`src/design/mset_pkg.sv`:
```
// Shared types and constants for the semaphore table.
package mset_pkg;

    localparam int HANDLE_W = 16;
    localparam int PID_W    = 16;
    localparam int QUEUE_DEPTH = 2;

    typedef enum logic [2:0] {
        OP_CREATE_MUTEX = 3'd0,
        OP_CREATE_EVENT = 3'd1,
        OP_REQUEST      = 3'd2,
        OP_CLEAR        = 3'd3,
        OP_SET          = 3'd4,
        OP_CLOSE        = 3'd5
    } t_op;

    localparam logic [2:0] STS_OK        = 3'd0;
    localparam logic [2:0] STS_BAD_ID    = 3'd1;
    localparam logic [2:0] STS_NO_PROC   = 3'd2;
    localparam logic [2:0] STS_BUSY      = 3'd3;
    localparam logic [2:0] STS_UNLOCKED  = 3'd4;
    localparam logic [2:0] STS_NOT_OWNER = 3'd5;
    localparam logic [2:0] STS_FULL      = 3'd6;
    localparam logic [2:0] STS_SET_MUTEX = 3'd7;

    typedef enum logic [2:0] {
        CMD_CREATE,
        CMD_REQUEST,
        CMD_CLEAR,
        CMD_SET,
        CMD_CLOSE,
        CMD_BAD
    } t_cmd;

    typedef enum logic [1:0] {
        S_IDLE,
        S_MATCH,
        S_PICK,
        S_EXEC
    } t_state;

    typedef struct packed {
        logic [2:0]          op;
        logic [HANDLE_W-1:0] sem_handle;
        logic                start_unlocked;
        logic [PID_W-1:0]    caller_pid;
        logic                caller_valid;
    } t_in_item;

    typedef struct packed {
        logic [2:0]          status;
        logic [HANDLE_W-1:0] new_handle;
    } t_out_item;

    typedef struct packed {
        t_cmd                cmd;
        logic                is_event;
        logic                start_unlocked;
        logic [HANDLE_W-1:0] handle;
        logic [PID_W-1:0]    pid;
        logic                pid_valid;
    } t_job;

endpackage

```
`src/design/mset_front.sv`:
```
// Front end: accepts items, decodes the operation and hands jobs to the queue.
module mset_front import mset_pkg::*; (
    input  logic     i_clk,
    input  logic     i_rst_n,
    input  logic     i_in_valid,
    output logic     o_in_stall,
    input  t_in_item i_in_item,
    output logic     o_push,
    output t_job     o_job,
    input  logic     i_q_full
);

    logic r_valid;
    logic n_valid;
    t_job r_job;
    t_job n_job;
    logic accept;

    assign o_in_stall = r_valid && i_q_full;
    assign accept     = i_in_valid && !o_in_stall;
    assign o_push     = r_valid && !i_q_full;
    assign o_job      = r_job;

    always_comb begin
        n_job.is_event       = 1'b0;
        n_job.start_unlocked = i_in_item.start_unlocked;
        n_job.handle         = i_in_item.sem_handle;
        n_job.pid            = i_in_item.caller_pid;
        n_job.pid_valid      = i_in_item.caller_valid;
        case (i_in_item.op)
            OP_CREATE_MUTEX: n_job.cmd = CMD_CREATE;
            OP_CREATE_EVENT: begin
                n_job.cmd      = CMD_CREATE;
                n_job.is_event = 1'b1;
            end
            OP_REQUEST:      n_job.cmd = CMD_REQUEST;
            OP_CLEAR:        n_job.cmd = CMD_CLEAR;
            OP_SET:          n_job.cmd = CMD_SET;
            OP_CLOSE:        n_job.cmd = CMD_CLOSE;
            default:         n_job.cmd = CMD_BAD;
        endcase
    end

    assign n_valid = accept || (r_valid && i_q_full);

    always_ff @(posedge i_clk) begin
        if (!i_rst_n) begin
            r_valid <= 1'b0;
        end else begin
            r_valid <= n_valid;
        end
    end

    always_ff @(posedge i_clk) begin
        if (accept) begin
            r_job <= n_job;
        end
    end

endmodule

```
`src/design/mset_queue.sv`:
```
// Two-entry job queue between the front end and the execution unit.
module mset_queue import mset_pkg::*; (
    input  logic i_clk,
    input  logic i_rst_n,
    input  logic i_push,
    input  t_job i_job,
    output logic o_full,
    input  logic i_pop,
    output logic o_valid,
    output t_job o_job
);

    localparam int PTR_W = $clog2(QUEUE_DEPTH);
    localparam int CNT_W = $clog2(QUEUE_DEPTH + 1);

    t_job             r_mem [QUEUE_DEPTH];
    logic [PTR_W-1:0] r_wr_ptr;
    logic [PTR_W-1:0] r_rd_ptr;
    logic [CNT_W-1:0] r_count;
    logic             do_push;
    logic             do_pop;

    assign o_full  = (r_count == CNT_W'(QUEUE_DEPTH));
    assign o_valid = (r_count != '0);
    assign o_job   = r_mem[r_rd_ptr];
    assign do_push = i_push && !o_full;
    assign do_pop  = i_pop && o_valid;

    always_ff @(posedge i_clk) begin
        if (!i_rst_n) begin
            r_wr_ptr <= '0;
            r_rd_ptr <= '0;
            r_count  <= '0;
        end else begin
            if (do_push) begin
                r_wr_ptr <= r_wr_ptr + PTR_W'(1);
            end
            if (do_pop) begin
                r_rd_ptr <= r_rd_ptr + PTR_W'(1);
            end
            case ({do_push, do_pop})
                2'b10:   r_count <= r_count + CNT_W'(1);
                2'b01:   r_count <= r_count - CNT_W'(1);
                default: r_count <= r_count;
            endcase
        end
    end

    always_ff @(posedge i_clk) begin
        if (do_push) begin
            r_mem[r_wr_ptr] <= i_job;
        end
    end

endmodule

```
`src/design/mset_back.sv`:
```
// Execution unit: slot table, id lookup, read-modify-write and result register.
module mset_back import mset_pkg::*; #(
    parameter int NUM_SLOTS = 16
) (
    input  logic      i_clk,
    input  logic      i_rst_n,
    input  logic      i_q_valid,
    input  t_job      i_job,
    output logic      o_pop,
    output logic      o_out_valid,
    input  logic      i_out_stall,
    output t_out_item o_out_item
);

    localparam int IDX_W = (NUM_SLOTS > 1) ? $clog2(NUM_SLOTS) : 1;

    logic                r_used     [NUM_SLOTS];
    logic [HANDLE_W-1:0] r_handle   [NUM_SLOTS];
    logic                r_is_event [NUM_SLOTS];
    logic                r_locked   [NUM_SLOTS];
    logic [PID_W-1:0]    r_owner    [NUM_SLOTS];
    logic [HANDLE_W-1:0] r_next_handle;

    t_state              r_state;
    t_state              n_state;
    t_job                r_job;
    logic [NUM_SLOTS-1:0] r_vec;
    logic [NUM_SLOTS-1:0] n_vec;
    logic [IDX_W-1:0]    r_idx;
    logic [IDX_W-1:0]    n_idx;
    logic                r_found;
    logic                n_found;
    logic                r_out_valid;
    t_out_item           r_out_item;

    logic      match_en;
    logic      pick_en;
    logic      fire;
    logic      out_free;

    t_out_item res;
    logic      wr_create;
    logic      wr_free;
    logic      wr_locked_en;
    logic      wr_locked_val;
    logic      wr_owner_en;
    logic [PID_W-1:0] wr_owner_val;

    logic             cur_event;
    logic             cur_locked;
    logic [PID_W-1:0] cur_owner;

    assign out_free    = !r_out_valid || !i_out_stall;
    assign o_out_valid = r_out_valid;
    assign o_out_item  = r_out_item;

    always_comb begin
        case (r_state)
            S_IDLE:  n_state = i_q_valid ? S_MATCH : S_IDLE;
            S_MATCH: n_state = S_PICK;
            S_PICK:  n_state = S_EXEC;
            S_EXEC:  n_state = out_free ? S_IDLE : S_EXEC;
            default: n_state = S_IDLE;
        endcase
    end

    always_comb begin
        o_pop    = 1'b0;
        match_en = 1'b0;
        pick_en  = 1'b0;
        fire     = 1'b0;
        case (r_state)
            S_IDLE:  o_pop    = i_q_valid;
            S_MATCH: match_en = 1'b1;
            S_PICK:  pick_en  = 1'b1;
            S_EXEC:  fire     = out_free;
            default: ;
        endcase
    end

    always_comb begin
        for (int i = 0; i < NUM_SLOTS; i++) begin
            if (r_job.cmd == CMD_CREATE) begin
                n_vec[i] = !r_used[i];
            end else begin
                n_vec[i] = r_used[i] && (r_handle[i] == r_job.handle);
            end
        end
    end

    always_comb begin
        n_idx   = '0;
        n_found = 1'b0;
        for (int i = NUM_SLOTS - 1; i >= 0; i--) begin
            if (r_vec[i]) begin
                n_idx   = IDX_W'(i);
                n_found = 1'b1;
            end
        end
    end

    assign cur_event  = r_is_event[r_idx];
    assign cur_locked = r_locked[r_idx];
    assign cur_owner  = r_owner[r_idx];

    always_comb begin
        res.status     = STS_BAD_ID;
        res.new_handle = '0;
        wr_create      = 1'b0;
        wr_free        = 1'b0;
        wr_locked_en   = 1'b0;
        wr_locked_val  = 1'b0;
        wr_owner_en    = 1'b0;
        wr_owner_val   = '0;
        case (r_job.cmd)
            CMD_CREATE: begin
                if (!r_found) begin
                    res.status = STS_FULL;
                end else begin
                    res.status     = STS_OK;
                    res.new_handle = r_next_handle;
                    wr_create      = 1'b1;
                end
            end
            CMD_REQUEST: begin
                if (r_found) begin
                    if (!r_job.pid_valid) begin
                        res.status = STS_NO_PROC;
                    end else if (cur_event) begin
                        res.status = cur_locked ? STS_BUSY : STS_OK;
                    end else if (!cur_locked) begin
                        res.status    = STS_OK;
                        wr_locked_en  = 1'b1;
                        wr_locked_val = 1'b1;
                        wr_owner_en   = 1'b1;
                        wr_owner_val  = r_job.pid;
                    end else begin
                        res.status = STS_BUSY;
                    end
                end
            end
            CMD_CLEAR: begin
                if (r_found) begin
                    if (!r_job.pid_valid) begin
                        res.status = STS_NO_PROC;
                    end else if (cur_event) begin
                        res.status    = STS_OK;
                        wr_locked_en  = 1'b1;
                        wr_locked_val = 1'b1;
                    end else if (cur_locked && cur_owner == r_job.pid) begin
                        res.status   = STS_OK;
                        wr_locked_en = 1'b1;
                        wr_owner_en  = 1'b1;
                    end else if (!cur_locked) begin
                        res.status = STS_UNLOCKED;
                    end else begin
                        res.status = STS_NOT_OWNER;
                    end
                end
            end
            CMD_SET: begin
                if (r_found) begin
                    if (!cur_event) begin
                        res.status = STS_SET_MUTEX;
                    end else begin
                        res.status   = STS_OK;
                        wr_locked_en = 1'b1;
                    end
                end
            end
            CMD_CLOSE: begin
                if (r_found) begin
                    res.status = STS_OK;
                    wr_free    = 1'b1;
                end
            end
            default: res.status = STS_BAD_ID;
        endcase
    end

    always_ff @(posedge i_clk) begin
        if (!i_rst_n) begin
            r_state       <= S_IDLE;
            r_out_valid   <= 1'b0;
            r_next_handle <= HANDLE_W'(1);
            for (int i = 0; i < NUM_SLOTS; i++) begin
                r_used[i] <= 1'b0;
            end
        end else begin
            r_state <= n_state;
            if (fire) begin
                r_out_valid <= 1'b1;
            end else if (!i_out_stall) begin
                r_out_valid <= 1'b0;
            end
            if (fire && wr_create) begin
                r_used[r_idx] <= 1'b1;
                r_next_handle <= (r_next_handle == '1) ? HANDLE_W'(1)
                                                       : r_next_handle + HANDLE_W'(1);
            end
            if (fire && wr_free) begin
                r_used[r_idx] <= 1'b0;
            end
        end
    end

    always_ff @(posedge i_clk) begin
        if (o_pop) begin
            r_job <= i_job;
        end
        if (match_en) begin
            r_vec <= n_vec;
        end
        if (pick_en) begin
            r_idx   <= n_idx;
            r_found <= n_found;
        end
        if (fire) begin
            r_out_item <= res;
            if (wr_create) begin
                r_handle[r_idx]   <= r_next_handle;
                r_is_event[r_idx] <= r_job.is_event;
                r_locked[r_idx]   <= !r_job.start_unlocked;
                r_owner[r_idx]    <= '0;
            end
            if (wr_free) begin
                r_handle[r_idx] <= '0;
            end
            if (wr_locked_en) begin
                r_locked[r_idx] <= wr_locked_val;
            end
            if (wr_owner_en) begin
                r_owner[r_idx] <= wr_owner_val;
            end
        end
    end

endmodule

```
`src/design/mutex_event_semaphore_table.sv`:
```
// Top level of the mutex and event semaphore table.
// The execution unit takes one item at a time through its fetch, compare,
// priority-select and read-modify-write sequence, and does not take the next
// item from the queue until the last one's result is registered.
// Reset: synchronous active-low; clears all slots, empties the queue and
// sets the next id to 1. Items are accepted in the first cycle after reset.
module mutex_event_semaphore_table import mset_pkg::*; #(
    parameter int NUM_SLOTS = 16
) (
    input  logic      i_clk,
    input  logic      i_rst_n,
    input  logic      i_in_valid,
    output logic      o_in_stall,
    input  t_in_item  i_in_item,
    output logic      o_out_valid,
    input  logic      i_out_stall,
    output t_out_item o_out_item
);

    logic push;
    t_job front_job;
    logic q_full;
    logic q_valid;
    t_job q_job;
    logic pop;

    mset_front u_front (
        .i_clk      (i_clk),
        .i_rst_n    (i_rst_n),
        .i_in_valid (i_in_valid),
        .o_in_stall (o_in_stall),
        .i_in_item  (i_in_item),
        .o_push     (push),
        .o_job      (front_job),
        .i_q_full   (q_full)
    );

    mset_queue u_queue (
        .i_clk   (i_clk),
        .i_rst_n (i_rst_n),
        .i_push  (push),
        .i_job   (front_job),
        .o_full  (q_full),
        .i_pop   (pop),
        .o_valid (q_valid),
        .o_job   (q_job)
    );

    mset_back #(
        .NUM_SLOTS (NUM_SLOTS)
    ) u_back (
        .i_clk       (i_clk),
        .i_rst_n     (i_rst_n),
        .i_q_valid   (q_valid),
        .i_job       (q_job),
        .o_pop       (pop),
        .o_out_valid (o_out_valid),
        .i_out_stall (i_out_stall),
        .o_out_item  (o_out_item)
    );

endmodule

```
`config.mk`:
```
export PLATFORM = sky130hd
export DESIGN_NAME = mutex_event_semaphore_table
export DESIGN_NICKNAME = d
export VERILOG_FILES = /design/src/design/mset_pkg.sv /design/src/design/mset_front.sv /design/src/design/mset_queue.sv /design/src/design/mset_back.sv /design/src/design/mutex_event_semaphore_table.sv
export SDC_FILE = /design/constraint.sdc
export NUM_CORES = 1
export LEC_CHECK = 0
export BUFFER_PORTS_ARGS = -buffer_cell sky130_fd_sc_hd__buf_2
export CAP_MARGIN = 5
export CELL_PAD_IN_SITES_DETAIL_PLACEMENT = 0
export CELL_PAD_IN_SITES_GLOBAL_PLACEMENT = 1
export CORE_MARGIN = 2
export CORE_UTILIZATION = 58
export DETAILED_ROUTE_END_ITERATION = 8
export GPL_TIMING_DRIVEN = 0
export PLACE_DENSITY_LB_ADDON = 0.1
export SETUP_SLACK_MARGIN = 0.15
export SYNTH_ARGS = -nofsm -noshare
export SYNTH_HDL_FRONTEND = slang
export SYNTH_HIERARCHICAL = 1
export SYNTH_SLANG_ARGS = --single-unit
```
`constraint.sdc`:
```
create_clock -name i_clk -period 8.1 [get_ports i_clk]
set_input_delay 0.81 -clock i_clk [delete_from_list [all_inputs] [get_ports i_clk]]
set_output_delay 0.81 -clock i_clk [all_outputs]
set_load 0.02 [all_outputs]
```
==> results.md <==
* Die height at 236 um
* Top-Level Pins at 62
* RSZ-0062 raised after global routing: no
* Period minus WS final at 5.18 ns
* Vias in the first global route at 16600
* Drt first pass iters at 5
* Nets at 2059
* Synth Flop Type: edfxtp_1
* Post-synth EDFFs at 736
* Worst min path class: in -> reg
* Largest net degree at the start of global routing at 39
* Num rows at 85
* DR vias/cell at 6.12
* Crit-path max FO at 10
* Share of layout cells above drive strength 1 at 0.192
* Congestion Overflow GR at 0
* Post-Syn Area at 31300 um2
* Final Hold Viols at 0
* Clock sink count at 777
* Max Cap Viol at 0
* Register bit total from synthesis at 777
* Critical Path RT at 8.43 ns
* Most frequent CP cell: buf_2
* Status: completed
* Fraction of the mapped netlist area in adder cells at 0.000800
* Layout filler cell count at 3717
* Largest family of logic cells by synthesized area: XOR/XNOR gates
* Post-DP HPWL at 48500 um
* Clock-pin slew on the worst setup and hold paths at 0.06 ns
* Async SR Flop Fraction at 0
* Area of the die at 55800 um2
* ANT nets after route at 0
* YS warnings at 6
* Worst-Margin Slew at 1.36 ns
* Cell Chain, Critical Path: buf_4 > buf_2 > buf_1 > buf_2 > mux4_2 > a22oi_1 > nand2_1 > xnor2_1 > nand3_1 > nor4_4 > a31oi_4 > nor3_2 > buf_6
* Cells after Synth at 1842
* Final setup vio count at 0
* Max Clock Skew at 0.0227 ns
* WL/cell at 26.5 um
* Period Utilization, post-route at 0.640
* Die W at 236 um
* IO Port Bufs at 61
* Worst slew margin at 0.0939
* Fmax at 193 MHz
* Total track usage at 0.268
* Netlist cell types at 62
* Core area at 53600 um2
* Setup TNS Final at 0 ns
* H-tree levels at 3
* Initial antenna violation count at 1
* Element type at the critical path end: flop
* Slowest-stage cell, CP: nor3_2
* P_leak at 10.4 nW
* First-pass GRT wire length at 108000 um
* Via count at 17000
* Sequential cell area at 22900 um2
* Pwr dens at 260 nW/um2
* Multi-input logic area at 8040 um2
* # DRC at 0
* CTS tree: built
* Top cell type's share of synthesized area at 0.706
* CP bufs+invs at 5
* Peak supply drop at 0.199 mV
* Clk Latency, worst-skew pair at 0.64 ns
* Max-slew violation count at 0
* Synth Area in XOR/XNOR at 0.0800
* Worst setup SP type: flop
* Peak per-stage delay on the critical path at 0.84 ns
* Leading area contributor after synthesis: edfxtp_1
* Fin worst setup slack at 2.92 ns
* Multiplexer share of the synthesized area at 0.0673
* Clk root buf: clkbuf_16
* Final RePlAce weighted congestion at 0.827
* Initial Util at 0.584
* Worst path arrival time at 5.51 ns
* CTS Buf Count at 76
* DR iter-0 viols at 1856
* Critical path type: reg -> reg
* Post-CTS Hold Buffers at 0
* Postcts setup bufs at 0
* Synth Area in Compound Gates at 0.0324
* Post-CTS Resized at 0
* Final wirelength at 73600 um
* Simple-Gate Fraction of Synth Area at 0.0719
* Syn Area/Cell at 17.0 um2
* Dpl ws at 2.89 ns
* Synthesis-to-finish area growth at 13.9%
* Top area cells in the synthesized netlist: edfxtp_1, xnor2_1, mux4_2
* Crit path max-delay family: buffers and inverters
* Antenna diode count at 0
* Seq/Total Area, Yosys at 0.732
* Synthesized net count at 1885
* Clock Path Buffers at 3
-- cell families (layout without fill, tap and decap cells) --
family          count (synthesis)  after routing
xor+xnor                      286            286
compound gates                137            137
mux                           145            145
flops                         777            777
buf+inv                       102            337
fa+ha+maj                       2              2
simple gates                  393            393
-- final timing paths --
path	start	endpoint	slack, ns	cells past startpoint
worst max register to register	u_back/r_idx[3]	u_back/r_owner[15][8]	2.92	13
worst max-delay path	u_back/r_idx[3]	u_back/r_owner[15][8]	2.92	13
worst min-delay path	i_in_item[16]	u_front/o_job[16]	0.35	1
worst min register to register	u_front/o_job[7]	u_queue/r_mem[1][7]	0.44	0
-- power breakdown --
part           total [mW]  internal [mW]  switching [mW]  leakage, nW
clock network        3.54           2.05            1.49         1.22
logic                1.13          0.405           0.721         3.22
registers            4.60           4.52          0.0863         5.95
-- cells in the mapped netlist, types with 3 or more instances --
cell and instances:
and3_1 24, mux4_1 3, a22oi_1 21, a221oi_1 8, mux2i_1 44, and2_1 40
nor3_1 20, o21a_1 4, nor3_2 19, or4_1 18, mux2_2 55, nor4_1 17
buf_1 11, o22a_1 3, a21oi_1 19, a22o_1 6, nor2_1 64, nor3b_1 3
nand4_1 53, o21ai_0 29, inv_1 10, xnor2_1 226, nand3_1 32, buf_6 4
nor2b_1 24, nand3b_1 3, a211oi_1 4, nand2_1 47, clkbuf_1 51, buf_2 16
edfxtp_1 736, o221a_2 16, xor2_1 60, mux4_2 43, dfxtp_1 41, nand2b_1 9
o22ai_1 7, o21bai_1 3, buf_4 8, or3_1 12
-- flip-flops by register name, summed over array words and instances, names as in the netlist, 2 cells and up, named ones only --
register / cells
u_back/r_idx: 4
u_back/r_owner: 256
u_back/r_locked: 16
u_back/o_out_item: 19
u_queue/r_mem: 76
u_queue/r_count: 2
u_front/o_job: 38
u_back/r_vec: 16
u_back/r_next_handle: 16
u_back/r_is_event: 16
u_back/r_state: 2
u_back/r_job: 38
u_back/r_used: 16
u_back/r_handle: 256
-- area by class of cell --
type / count / share of cell area
Timing Repair Buffer: 96 / 0.0226
Sequential cell: 777 / 0.643
Clock buffer: 107 / 0.0610
Buffer: 91 / 0.0121
Multi-Input combinational cell: 963 / 0.225
Clock inverter: 32 / 0.0103
Inverter: 11 / 0.00116
Tap cell: 696 / 0.0244
-- placed cells by master (no fill, tap or decap), drive strengths merged, types with 16 or more instances in the layout --
cell / n
dfxtp: 41
nor2b: 24
a21oi: 19
buf: 136
xnor2: 226
xor2: 60
nand3: 32
clkinv: 21
mux2i: 44
nor2: 64
nor3: 39
edfxtp: 736
or4: 18
mux4: 46
and2: 41
clkbuf: 158
nand2: 47
o221a: 16
o21ai: 29
and3: 24
nand4: 53
a22oi: 21
nor4: 18
mux2: 55
-- worst reg2reg max path: cells and delay by family (launching register included) --
kind / cells / cell delay [ns]
xor gates and xnor gates: 1 / 0.25
muxes: 1 / 0.35
AOI/OAI and AO/OA: 2 / 0.46
buffers and inverters: 5 / 1.89
DFF: 1 / 0.33
and+or+nand+nor: 4 / 1.63
-- routing by layer --
metal  GRT usage  part of all wire
met5           0                 0
met4      0.0664             0.016
met3      0.0401             0.082
met2       0.412              0.46
met1       0.408              0.44
-- metrics by stage --
| stage | area (um2) | power [mW] | util | instances | hold slack (ns) |
|---|---|---|---|---|---|
| after global routing | 35700 | 9.56 | 0.665 | 2773 | 0.344 |
| final | 35700 | 9.27 | 0.665 | 2773 | 0.352 |
| after floorplan | 31300 | 5.40 | - | 1842 | 0.421 |
| after detailed placement | 33000 | 5.80 | 0.616 | 2627 | 0.429 |
| after global placement | 32500 | 5.76 | 0.606 | 2599 | 0.422 |
| after CTS | 35600 | 9.32 | 0.664 | 2766 | 0.328 |
(Power assumes the default switching activity.)
